`src/sv/sfd_pkg.sv`:
```
// shared types and constants for the sbus frame decoder
package sfd_pkg;

  localparam int FRAME_BYTES = 25;
  localparam int NUM_CH      = 10;
  localparam int NUM_SW      = 6;
  localparam int CH_BITS     = 11;
  localparam int VAL_BITS    = 12;
  localparam int FLAG_BITS   = 13;
  localparam int SW_FIRST_CH = 4;

  localparam logic [7:0] SBUS_HEADER = 8'h0F;
  localparam logic [7:0] SBUS_FOOTER = 8'h00;

  typedef logic signed [VAL_BITS-1:0] chan_t;

  typedef enum logic [1:0] {
    POS_UP  = 2'd0,
    POS_MID = 2'd1,
    POS_DN  = 2'd2
  } sw_pos_t;

  typedef enum logic [1:0] {
    REG_CHANNEL_OFFSET    = 2'd0,
    REG_SWITCH_LOW_LIMIT  = 2'd1,
    REG_SWITCH_HIGH_LIMIT = 2'd2
  } cfg_reg_t;

  typedef struct packed {
    logic [NUM_CH-1:0][VAL_BITS-1:0] ch;
    logic [FLAG_BITS-1:0]            key_flags;
  } result_t;

endpackage

```
`src/sv/sfd_in_if.sv`:
```
// input channel: received bytes and idle-line events
interface sfd_in_if;
  logic       valid;
  logic       ready;
  logic       func;
  logic [7:0] rx_byte;

  modport source (output valid, output func, output rx_byte, input ready);
  modport sink (input valid, input func, input rx_byte, output ready);
endinterface

```
`src/sv/sfd_out_if.sv`:
```
// output channel: decoded channels and key flags
interface sfd_out_if;
  logic               valid;
  logic               ready;
  logic signed [11:0] stick_right_x;
  logic signed [11:0] stick_right_y;
  logic signed [11:0] stick_left_y;
  logic signed [11:0] stick_left_x;
  logic signed [11:0] switch_a_value;
  logic signed [11:0] switch_b_value;
  logic signed [11:0] switch_c_value;
  logic signed [11:0] switch_d_value;
  logic signed [11:0] switch_e_value;
  logic signed [11:0] switch_f_value;
  logic        [12:0] key_flags;

  modport source (
    output valid, input ready,
    output stick_right_x, output stick_right_y, output stick_left_y, output stick_left_x,
    output switch_a_value, output switch_b_value, output switch_c_value,
    output switch_d_value, output switch_e_value, output switch_f_value,
    output key_flags
  );
  modport sink (
    input valid, output ready,
    input stick_right_x, input stick_right_y, input stick_left_y, input stick_left_x,
    input switch_a_value, input switch_b_value, input switch_c_value,
    input switch_d_value, input switch_e_value, input switch_f_value,
    input key_flags
  );
endinterface

```
`src/sv/sbus_frame_decoder_with_switch_keys_top.sv`:
```
// sbus frame decoder top level: byte chain, frame check, decode and output buffer
//
// rx_in carries one word per byte (func 0) or an idle-line event (func 1).
// bytes shift into a chain of 25 byte cells; the count saturates at
// RX_BUFFER_BYTES. an idle event closes the frame: with exactly 25 bytes,
// header 0x0f and footer 0x00 the ten channels are unpacked, offset and
// classified, and one word appears on res_out; otherwise nothing is sent.
// cfg_we/cfg_index/cfg_data write channel_offset, switch_low_limit and
// switch_high_limit; the user is to make writes only while the block is idle;
// the block does not enforce this. throughput is one input word per cycle
// while rx_ready is high. a result is registered on the edge that takes the
// idle event. the output register plus one skid register keep rx_in ready
// while a result waits; rx_ready drops only once the skid register is full
// as well. reset (rst, synchronous) clears the count, the output valids, restores
// the register defaults and the switch history (a, b, e, f up; c, d mid).
module sbus_frame_decoder_with_switch_keys_top #(
  parameter int RX_BUFFER_BYTES = 36
) (
  input  logic               clk,
  input  logic               rst,
  sfd_in_if.sink             rx_in,
  sfd_out_if.source          res_out,
  input  logic               cfg_we,
  input  sfd_pkg::cfg_reg_t  cfg_index,
  input  logic [11:0]        cfg_data
);
  import sfd_pkg::*;

  localparam int CntW = $clog2(RX_BUFFER_BYTES + 1);

  logic [CntW-1:0]            count;
  logic [7:0]                 frame [FRAME_BYTES];
  logic [CH_BITS-1:0]         channel_offset;
  logic signed [VAL_BITS-1:0] switch_low_limit;
  logic signed [VAL_BITS-1:0] switch_high_limit;
  sw_pos_t                    last_pos [NUM_SW];
  sw_pos_t                    pos [NUM_SW];
  result_t                    result;
  result_t                    out_data;
  result_t                    skid_data;
  logic                       out_valid;
  logic                       skid_valid;
  logic                       acc;
  logic                       shift_en;
  logic                       frame_ok;
  logic                       out_stall;

  assign rx_in.ready = !skid_valid;
  assign acc         = rx_in.valid && rx_in.ready;
  assign shift_en    = acc && !rx_in.func && count < CntW'(FRAME_BYTES);
  assign frame_ok    = acc && rx_in.func && count == CntW'(FRAME_BYTES)
                    && frame[0] == SBUS_HEADER && frame[FRAME_BYTES-1] == SBUS_FOOTER;
  assign out_stall   = out_valid && !res_out.ready;

  // newest byte enters at the top cell, the first byte ends up in cell zero
  for (genvar i = 0; i < FRAME_BYTES; i++) begin : g_cell
    if (i == FRAME_BYTES - 1) begin : g_top
      sfd_byte_cell u_cell (
        .clk   (clk),
        .shift (shift_en),
        .d     (rx_in.rx_byte),
        .q     (frame[i])
      );
    end else begin : g_mid
      sfd_byte_cell u_cell (
        .clk   (clk),
        .shift (shift_en),
        .d     (frame[i+1]),
        .q     (frame[i])
      );
    end
  end

  always_ff @(posedge clk) begin
    if (rst) begin
      count <= '0;
    end else if (acc) begin
      if (rx_in.func) begin
        count <= '0;
      end else if (count < CntW'(RX_BUFFER_BYTES)) begin
        count <= count + 1'b1;
      end
    end
  end

  always_ff @(posedge clk) begin
    if (rst) begin
      channel_offset    <= 11'd1024;
      switch_low_limit  <= -12'sd600;
      switch_high_limit <= 12'sd600;
    end else if (cfg_we) begin
      case (cfg_index)
        REG_CHANNEL_OFFSET:    channel_offset    <= cfg_data[CH_BITS-1:0];
        REG_SWITCH_LOW_LIMIT:  switch_low_limit  <= $signed(cfg_data);
        REG_SWITCH_HIGH_LIMIT: switch_high_limit <= $signed(cfg_data);
        default: ;
      endcase
    end
  end

  sfd_decoder u_decoder (
    .frame             (frame),
    .channel_offset    (channel_offset),
    .switch_low_limit  (switch_low_limit),
    .switch_high_limit (switch_high_limit),
    .last_pos          (last_pos),
    .pos               (pos),
    .result            (result)
  );

  always_ff @(posedge clk) begin
    if (rst) begin
      last_pos[0] <= POS_UP;
      last_pos[1] <= POS_UP;
      last_pos[2] <= POS_MID;
      last_pos[3] <= POS_MID;
      last_pos[4] <= POS_UP;
      last_pos[5] <= POS_UP;
    end else if (frame_ok) begin
      last_pos <= pos;
    end
  end

  // skid is only filled while the output word is stalled
  always_ff @(posedge clk) begin
    if (rst) begin
      out_valid  <= 1'b0;
      skid_valid <= 1'b0;
    end else if (frame_ok) begin
      if (out_stall) begin
        skid_valid <= 1'b1;
      end else begin
        out_valid <= 1'b1;
      end
    end else if (out_valid && res_out.ready) begin
      out_valid  <= skid_valid;
      skid_valid <= 1'b0;
    end
  end

  always_ff @(posedge clk) begin
    if (frame_ok && !out_stall) begin
      out_data <= result;
    end else if (out_valid && res_out.ready && skid_valid) begin
      out_data <= skid_data;
    end
    if (frame_ok && out_stall) begin
      skid_data <= result;
    end
  end

  assign res_out.valid          = out_valid;
  assign res_out.stick_right_x  = $signed(out_data.ch[0]);
  assign res_out.stick_right_y  = $signed(out_data.ch[1]);
  assign res_out.stick_left_y   = $signed(out_data.ch[2]);
  assign res_out.stick_left_x   = $signed(out_data.ch[3]);
  assign res_out.switch_a_value = $signed(out_data.ch[4]);
  assign res_out.switch_b_value = $signed(out_data.ch[5]);
  assign res_out.switch_c_value = $signed(out_data.ch[6]);
  assign res_out.switch_d_value = $signed(out_data.ch[7]);
  assign res_out.switch_e_value = $signed(out_data.ch[8]);
  assign res_out.switch_f_value = $signed(out_data.ch[9]);
  assign res_out.key_flags      = out_data.key_flags;
endmodule

```
`src/sv/sfd_byte_cell.sv`:
```
// one byte cell of the frame shift chain
module sfd_byte_cell (
  input  logic       clk,
  input  logic       shift,
  input  logic [7:0] d,
  output logic [7:0] q
);
  always_ff @(posedge clk) begin
    if (shift) begin
      q <= d;
    end
  end
endmodule

```
`src/sv/sfd_decoder.sv`:
```
// unpacks the channels of a frame, classifies switches and builds key flags
module sfd_decoder (
  input  logic [7:0]                          frame [sfd_pkg::FRAME_BYTES],
  input  logic [sfd_pkg::CH_BITS-1:0]         channel_offset,
  input  logic signed [sfd_pkg::VAL_BITS-1:0] switch_low_limit,
  input  logic signed [sfd_pkg::VAL_BITS-1:0] switch_high_limit,
  input  sfd_pkg::sw_pos_t                    last_pos [sfd_pkg::NUM_SW],
  output sfd_pkg::sw_pos_t                    pos [sfd_pkg::NUM_SW],
  output sfd_pkg::result_t                    result
);
  import sfd_pkg::*;

  logic [(FRAME_BYTES-2)*8-1:0] payload;
  chan_t                        ch [NUM_CH];

  // payload bits start at byte one, lsb first
  always_comb begin
    for (int b = 1; b < FRAME_BYTES - 1; b++) begin
      payload[(b-1)*8 +: 8] = frame[b];
    end
  end

  always_comb begin
    for (int k = 0; k < NUM_CH; k++) begin
      ch[k] = $signed({1'b0, payload[k*CH_BITS +: CH_BITS]})
            - $signed({1'b0, channel_offset});
    end
  end

  // up test wins when the limits cross
  always_comb begin
    for (int s = 0; s < NUM_SW; s++) begin
      if (ch[SW_FIRST_CH + s] <= switch_low_limit) begin
        pos[s] = POS_UP;
      end else if (ch[SW_FIRST_CH + s] >= switch_high_limit) begin
        pos[s] = POS_DN;
      end else begin
        pos[s] = POS_MID;
      end
    end
  end

  always_comb begin
    for (int k = 0; k < NUM_CH; k++) begin
      result.ch[k] = ch[k];
    end
    result.key_flags[0]  = pos[0] == POS_UP;
    result.key_flags[1]  = pos[0] == POS_DN;
    result.key_flags[2]  = pos[1] == POS_UP;
    result.key_flags[3]  = pos[1] == POS_DN;
    result.key_flags[4]  = pos[2] == POS_UP;
    result.key_flags[5]  = pos[2] == POS_MID && last_pos[2] == POS_MID;
    result.key_flags[6]  = pos[2] == POS_DN;
    result.key_flags[7]  = pos[3] == POS_UP;
    result.key_flags[8]  = pos[3] == POS_MID && last_pos[3] == POS_MID;
    result.key_flags[9]  = pos[3] == POS_DN;
    result.key_flags[10] = pos[4] == POS_UP;
    result.key_flags[11] = pos[4] == POS_DN;
    // f reports the up to down edge only
    result.key_flags[12] = last_pos[5] == POS_UP && pos[5] == POS_DN;
  end
endmodule
```
`src/flat_wrapper.sv`:
```
// flat-port wrapper written by rule: the top's interface ports become plain ports
module sbus_frame_decoder_with_switch_keys_top_flat import sfd_pkg::*;
#(
  parameter int RX_BUFFER_BYTES = 36
)
  (clk, rst, cfg_we, cfg_index, cfg_data, rx_in_valid, rx_in_func, rx_in_rx_byte, rx_in_ready, res_out_valid, res_out_ready, res_out_stick_right_x, res_out_stick_right_y, res_out_stick_left_y, res_out_stick_left_x, res_out_switch_a_value, res_out_switch_b_value, res_out_switch_c_value, res_out_switch_d_value, res_out_switch_e_value, res_out_switch_f_value, res_out_key_flags);
  sfd_in_if rx_in_i ();
  sfd_out_if res_out_i ();
  input  logic clk;
  input  logic rst;
  input  logic cfg_we;
  input  sfd_pkg::cfg_reg_t cfg_index;
  input  logic [11:0] cfg_data;
  input wire logic [$bits(rx_in_i.valid)-1:0] rx_in_valid;
  input wire logic [$bits(rx_in_i.func)-1:0] rx_in_func;
  input wire logic [$bits(rx_in_i.rx_byte)-1:0] rx_in_rx_byte;
  output wire logic [$bits(rx_in_i.ready)-1:0] rx_in_ready;
  output wire logic [$bits(res_out_i.valid)-1:0] res_out_valid;
  input wire logic [$bits(res_out_i.ready)-1:0] res_out_ready;
  output wire logic [$bits(res_out_i.stick_right_x)-1:0] res_out_stick_right_x;
  output wire logic [$bits(res_out_i.stick_right_y)-1:0] res_out_stick_right_y;
  output wire logic [$bits(res_out_i.stick_left_y)-1:0] res_out_stick_left_y;
  output wire logic [$bits(res_out_i.stick_left_x)-1:0] res_out_stick_left_x;
  output wire logic [$bits(res_out_i.switch_a_value)-1:0] res_out_switch_a_value;
  output wire logic [$bits(res_out_i.switch_b_value)-1:0] res_out_switch_b_value;
  output wire logic [$bits(res_out_i.switch_c_value)-1:0] res_out_switch_c_value;
  output wire logic [$bits(res_out_i.switch_d_value)-1:0] res_out_switch_d_value;
  output wire logic [$bits(res_out_i.switch_e_value)-1:0] res_out_switch_e_value;
  output wire logic [$bits(res_out_i.switch_f_value)-1:0] res_out_switch_f_value;
  output wire logic [$bits(res_out_i.key_flags)-1:0] res_out_key_flags;
  assign rx_in_i.valid = rx_in_valid;
  assign rx_in_i.func = rx_in_func;
  assign rx_in_i.rx_byte = rx_in_rx_byte;
  assign rx_in_ready = rx_in_i.ready;
  assign res_out_valid = res_out_i.valid;
  assign res_out_i.ready = res_out_ready;
  assign res_out_stick_right_x = res_out_i.stick_right_x;
  assign res_out_stick_right_y = res_out_i.stick_right_y;
  assign res_out_stick_left_y = res_out_i.stick_left_y;
  assign res_out_stick_left_x = res_out_i.stick_left_x;
  assign res_out_switch_a_value = res_out_i.switch_a_value;
  assign res_out_switch_b_value = res_out_i.switch_b_value;
  assign res_out_switch_c_value = res_out_i.switch_c_value;
  assign res_out_switch_d_value = res_out_i.switch_d_value;
  assign res_out_switch_e_value = res_out_i.switch_e_value;
  assign res_out_switch_f_value = res_out_i.switch_f_value;
  assign res_out_key_flags = res_out_i.key_flags;
  sbus_frame_decoder_with_switch_keys_top #(.RX_BUFFER_BYTES(RX_BUFFER_BYTES)) u_core (.clk(clk), .rst(rst), .rx_in(rx_in_i), .res_out(res_out_i), .cfg_we(cfg_we), .cfg_index(cfg_index), .cfg_data(cfg_data));
endmodule
```
`config.mk`:
```
export PLATFORM = sky130hd
export DESIGN_NAME = sbus_frame_decoder_with_switch_keys_top_flat
export DESIGN_NICKNAME = d
export VERILOG_FILES = /design/src/sv/sfd_pkg.sv /design/src/sv/sfd_in_if.sv /design/src/sv/sfd_out_if.sv /design/src/sv/sbus_frame_decoder_with_switch_keys_top.sv /design/src/sv/sfd_byte_cell.sv /design/src/sv/sfd_decoder.sv /design/src/flat_wrapper.sv
export SDC_FILE = /design/constraint.sdc
export NUM_CORES = 1
export LEC_CHECK = 0
export BUFFER_PORTS_ARGS = -buffer_cell sky130_fd_sc_hd__buf_2
export CAP_MARGIN = 20
export CORE_AREA = 4 4 204 206
export DETAILED_ROUTE_END_ITERATION = 10
export DIE_AREA = 0 0 208 210
export GPL_TIMING_DRIVEN = 1
export PLACE_DENSITY_LB_ADDON = 0.25
export SYNTH_ARGS = -nofsm -noshare
export SYNTH_HDL_FRONTEND = slang
export SYNTH_SLANG_ARGS = --single-unit
export TNS_END_PERCENT = 20
```
`constraint.sdc`:
```
create_clock -name clk -period 37.6 [get_ports clk]
set_clock_uncertainty 0.1 [all_clocks]
set_input_delay 3.76 -clock clk [delete_from_list [all_inputs] [get_ports clk]]
set_output_delay 3.76 -clock clk [all_outputs]
set_load 0.02 [all_outputs]
```
==> results.env <==
RUN_STATUS='finished, final reports clean'
WORSTSETUPSTARTPOINTTYPE='input port'
CRIT_CHAIN='buf_2 > nand2_1 > nor2_1 > and4_4 > and2_4 > buf_4'
CRITPATHLAUNCH='rx_in_valid'
CRITPATHCAPTURE='u_core.skid_data[76]$_DFFE_PP_'
TIGHTESTPINTRANSITION_PS=1110
WORST-SETUP-PATH-TYPE='in2reg'
YOSYS.AREA_SHARE.SIMPLE_PCT=6.53
SYNTH_TOP_FAMILY_BY_AREA='adder cells'
CLKTRANSATPATHREGS_PS=70
RR_WORST_DEPTH=16
NNETSFINAL=2339
FIN_TNS_SETUP_PS=0
AVERAGE_WIRE_PER_STANDARD_CELL_UM=23.3
WORST_IR_DROP_VDD_uV=66.2
HOLDBUFCOUNTCTS=0
YOSYSUNIQUECELLTYPES=60
GRT_MAX_DEGREE=113
SYNTH_FA_HA_AREA_SHARE_PCT=13.5
SYNTHESIS.YOSYS.WARNINGS=0
ASYNC_RESET_FF_SHARE_PCT=0
POST_LAYOUT_NONFILLER_INSTANCES=2619
MAX-CAP-VIOLATIONS=0
PORT_BUFFERS=162
DRT_FIRST_ITER_VIOLATIONS=1216
SYNTH_COMMONEST_CELLS='466 x sky130_fd_sc_hd__edfxtp_1, 257 x sky130_fd_sc_hd__ha_1, 138 x sky130_fd_sc_hd__a21oi_1, 110 x sky130_fd_sc_hd__nand2_1, 100 x sky130_fd_sc_hd__inv_1'
SYNTH_MUX_AREA_SHARE_PCT=6.01
DRT_PRE_ANTENNA_ITERS=5
DIE_HEIGHT_UM=210
MAX_STAGE_DELAY_PS=840
SYNTH.FF_LATCH_COUNT=515
PATH_MAX_FANOUT=73
ROUTE.DETAILED.VIAS_PER_INST=6.15
NUM_IO_PINS=163
CLOCK_POWER_SHARE_PCT=39.7
MOST_COMMON_CELL_IN_THE_NETLIST='sky130_fd_sc_hd__edfxtp_1'
POWER_LEAKAGE_uW=0.0110
CRIT_FAMILY='simple AND/OR/NAND/NOR gates'
MAX_FREQ_MHz=166
WORST_SKEW_PAIR.LATE_LATENCY_PS=610
FLOORPLAN.CORE_AREA_UM2=39600
CP_NUM_CELLS=6
SETUP_VIOL=0
CRITPATHBUFINV=2
POST-SYNTH-TOP-AREA-CELL='sky130_fd_sc_hd__edfxtp_1'
CONGESTION_OVERFLOW_GR=0
CTS.PATH.MAX_BUFFERS=3
PLACE_CONGESTION=0.928
SLEW_VIOL_FINAL=0
CELL_INTERNAL_PWR_uW=985
CTSROOTBUFFERMASTER='sky130_fd_sc_hd__clkbuf_16'
CTS_REPAIR_RESIZE_COUNT=0
FINAL_LAYOUT_SIZE_SUFFIX_GT1_SHARE_PCT=18.3
FINAL_HOLD_VIOL_COUNT=0
TIMING.RR.START='u_core.channel_offset[1]$_SDFFE_PP0P_'
SYNTH_ENABLE_FLOP_CELLS=466
CTS_POST_SETUP_BUFFERS_INSERTED=0
SYNTH_AREA_UM2=25200
RELSLEWSLACK_PCT=25.6
R2R_SETUP_SLACK_PS=31850
POWER_PER_CELL_AREA_nW_PER_UM2=46.1
POSTROUTEWIRELENGTH_UM=61000
GRT_FIRST_PASS_WIRELENGTH_UM=91900
FLOORPLAN.INITIALDENSITY_PCT=63.6
FIRST_GLOBAL_VIAS=16000
DIEAREA_UM2=43700
VIAS=16100
CP.REQUIRED_PS=37720
YS_DOMINANT_REG_CELL='sky130_fd_sc_hd__edfxtp_1'
SYNTHTOLAYOUTAREAGROWTH_PCT=12.6
WORSTSETUPENDPOINTTYPE='register'
SEQ_AREA_FRAC_SYNTH_PCT=59.4
DP_HPWL_UM=40600
SLOWEST_STAGE='sky130_fd_sc_hd__buf_4'
FIN_CRIT_PS=6020
COMB_POWER_SHARE_PCT=11.3
HTREE_LEVELS=2
FP.DIEW_UM=208
DATA_ARRIVAL_TIME_OF_THE_WORST_PATH_PS=6150
SYNTHXORXNORAREAFRAC_PCT=2.71
NFILLCELLS=2598
RSZ0062_AT_GRT='no'
CTS_MADE_BUFFERS=51
NUMPLACEDINSTANCES=2515
SYNTHESIS.INSTANCES=1845
CTS_NUM_SINKS=515
ANTENNA_VIOLATIONS_BEFORE_REPAIR=11
ANT_NETS=0
NETLIST.AREA_LEADER.SHARE_PCT=55.5
POST-ROUTE-DRC-COUNT=0
SYNTH_TOP_CELLS_BY_AREA='sky130_fd_sc_hd__edfxtp_1 55%, sky130_fd_sc_hd__ha_1 13%, sky130_fd_sc_hd__dfxtp_1 3.9%, sky130_fd_sc_hd__mux2_4 3.3%, sky130_fd_sc_hd__a21oi_1 2.7%'
WORSTREG2REGEND='u_core.res_out.key_flags[9]$_DFFE_PP_'
LAYOUT_WORST_PATH_CYCLE_SHARE_PCT=16.0
NETSWITCHINGPOWER_uW=324
POWER_FRAC_SEQ_PCT=49.1
SYN_NETS=2140
GRT_USAGE_PCT=27.5
CTS_TREE='yes'
SYNTH_COMPOUND_AREA_SHARE_PCT=9.70
POSTSYNTHAREAPERCELL_UM2=13.7
P_SW_SHARE_PCT=24.8
MIN-DELAY-PATH-CLASS='reg2reg'
TOTAL_POWER_uW=1310
PLACEMENTROWS=73
[worst min-delay path by stage]
stage                                                  startpoint  cells after the start                                             to
floorplan           u_core.g_cell[14].g_mid.u_cell.q[6]$_DFFE_PP_                      0  u_core.g_cell[13].g_mid.u_cell.q[6]$_DFFE_PP_
global placement    u_core.g_cell[15].g_mid.u_cell.q[5]$_DFFE_PP_                      0  u_core.g_cell[14].g_mid.u_cell.q[5]$_DFFE_PP_
detailed placement  u_core.g_cell[14].g_mid.u_cell.q[7]$_DFFE_PP_                      0  u_core.g_cell[13].g_mid.u_cell.q[7]$_DFFE_PP_
CTS                 u_core.g_cell[14].g_mid.u_cell.q[7]$_DFFE_PP_                      0  u_core.g_cell[13].g_mid.u_cell.q[7]$_DFFE_PP_
global route        u_core.g_cell[14].g_mid.u_cell.q[7]$_DFFE_PP_                      0  u_core.g_cell[13].g_mid.u_cell.q[7]$_DFFE_PP_
finish              u_core.g_cell[14].g_mid.u_cell.q[7]$_DFFE_PP_                      0  u_core.g_cell[13].g_mid.u_cell.q[7]$_DFFE_PP_
[through the flow]
step	worst slack [ps]	area (um2)	util (%)	hold WS, ps
floorplan	13160	25200	-	300
global placement	30990	26600	67.2	302
detailed placement	30970	26600	67.2	305
CTS	31580	28400	71.6	310
global route	31440	28400	71.6	318
finish	31580	28400	71.6	310
[power groups by stage]
stage | combinational, uW | sequential [uW] | clock, uW
6_report | 147 | 643 | 519
3_3_place_gp | 135 | 654 | 0
5_1_grt | 164 | 643 | 554
3_5_place_dp | 143 | 654 | 0
2_1_floorplan | 101 | 657 | 0
4_1_cts | 145 | 642 | 529
[worst reg2reg max path: cells and delay by family, from the launching register on]
kind,cells,cell delay (ps)
adders and majority gates,2,830
DFF,1,780
and+or+nand+nor,4,1040
AOI/OAI and AO/OA,7,1790
buffers and inverters,2,800
muxes,1,280
[placed cells by master, fill, tap and decap left out, types with 7 or more instances in the layout]
cell                        instances
sky130_fd_sc_hd__ha_1             257
sky130_fd_sc_hd__buf_4             11
sky130_fd_sc_hd__o211ai_1          22
sky130_fd_sc_hd__dfxtp_1           49
sky130_fd_sc_hd__nand2b_1          15
sky130_fd_sc_hd__o21a_1            20
sky130_fd_sc_hd__o31ai_1            8
sky130_fd_sc_hd__a31oi_1           12
sky130_fd_sc_hd__clkinv_2          10
sky130_fd_sc_hd__edfxtp_1         466
sky130_fd_sc_hd__clkbuf_16         52
sky130_fd_sc_hd__clkbuf_1           9
sky130_fd_sc_hd__a211oi_1          16
sky130_fd_sc_hd__nand3_1           13
sky130_fd_sc_hd__o21ai_0           98
sky130_fd_sc_hd__a21o_1            26
sky130_fd_sc_hd__or3_1             13
sky130_fd_sc_hd__mux2_4            56
sky130_fd_sc_hd__diode_2            7
sky130_fd_sc_hd__o2bb2ai_1          7
sky130_fd_sc_hd__nand4_1           21
sky130_fd_sc_hd__nor3_1            13
sky130_fd_sc_hd__nor2_1            94
sky130_fd_sc_hd__o21bai_1           9
sky130_fd_sc_hd__mux2_2            59
sky130_fd_sc_hd__a21oi_1          137
sky130_fd_sc_hd__nor2b_1           33
sky130_fd_sc_hd__xor2_1            41
sky130_fd_sc_hd__xnor2_1           37
sky130_fd_sc_hd__nand2_1          109
sky130_fd_sc_hd__fa_1              10
sky130_fd_sc_hd__o31a_1            16
sky130_fd_sc_hd__inv_1            100
sky130_fd_sc_hd__buf_2            162
[state kept, by name, indices dropped and copies added (netlist names), 11 cells and up]
signal	cells
u_core.res_out.switch_e_value	12
u_core.switch_high_limit	12
u_core.channel_offset	11
u_core.res_out.switch_d_value	12
u_core.res_out.switch_b_value	12
u_core.res_out.switch_a_value	12
u_core.res_out.switch_f_value	12
u_core.res_out.stick_right_x	12
u_core.switch_low_limit	12
u_core.res_out.stick_right_y	12
u_core.res_out.switch_c_value	12
u_core.res_out.stick_left_x	12
u_core.g_cell.g_mid.u_cell.q	192
u_core.res_out.stick_left_y	12
u_core.res_out.key_flags	13
u_core.skid_data	133
[logic make-up after synthesis]
| logic type | Yosys count |
|---|---|
| xor+xnor | 78 |
| compound gates | 398 |
| fa+ha+maj | 267 |
| mux | 116 |
| simple gates | 343 |
| buf+inv | 128 |
| flops | 515 |
[layout make-up]
cell class	instances	area [um2]	area share, %
Sequential cell	515	15000	52.7
Multi-Input combinational cell	1202	9750	34.3
Clock buffer	66	1400	4.94
Timing Repair Buffer	174	905	3.19
Tap cell	525	657	2.31
Inverter	100	375	1.32
Clock inverter	30	314	1.11
Antenna cell	7	17.5	0.0617
[metal layers]
layer	track usage (%)	share of wire, %	vias to the layer above
li1	-	-	7413
met1	35.8	40	7822
met2	44.9	48	680
met3	5.22	7.6	178
met4	13.3	4.9	4
met5	0	0.054	-
Note: power is estimated with default switching activity, not from simulation.
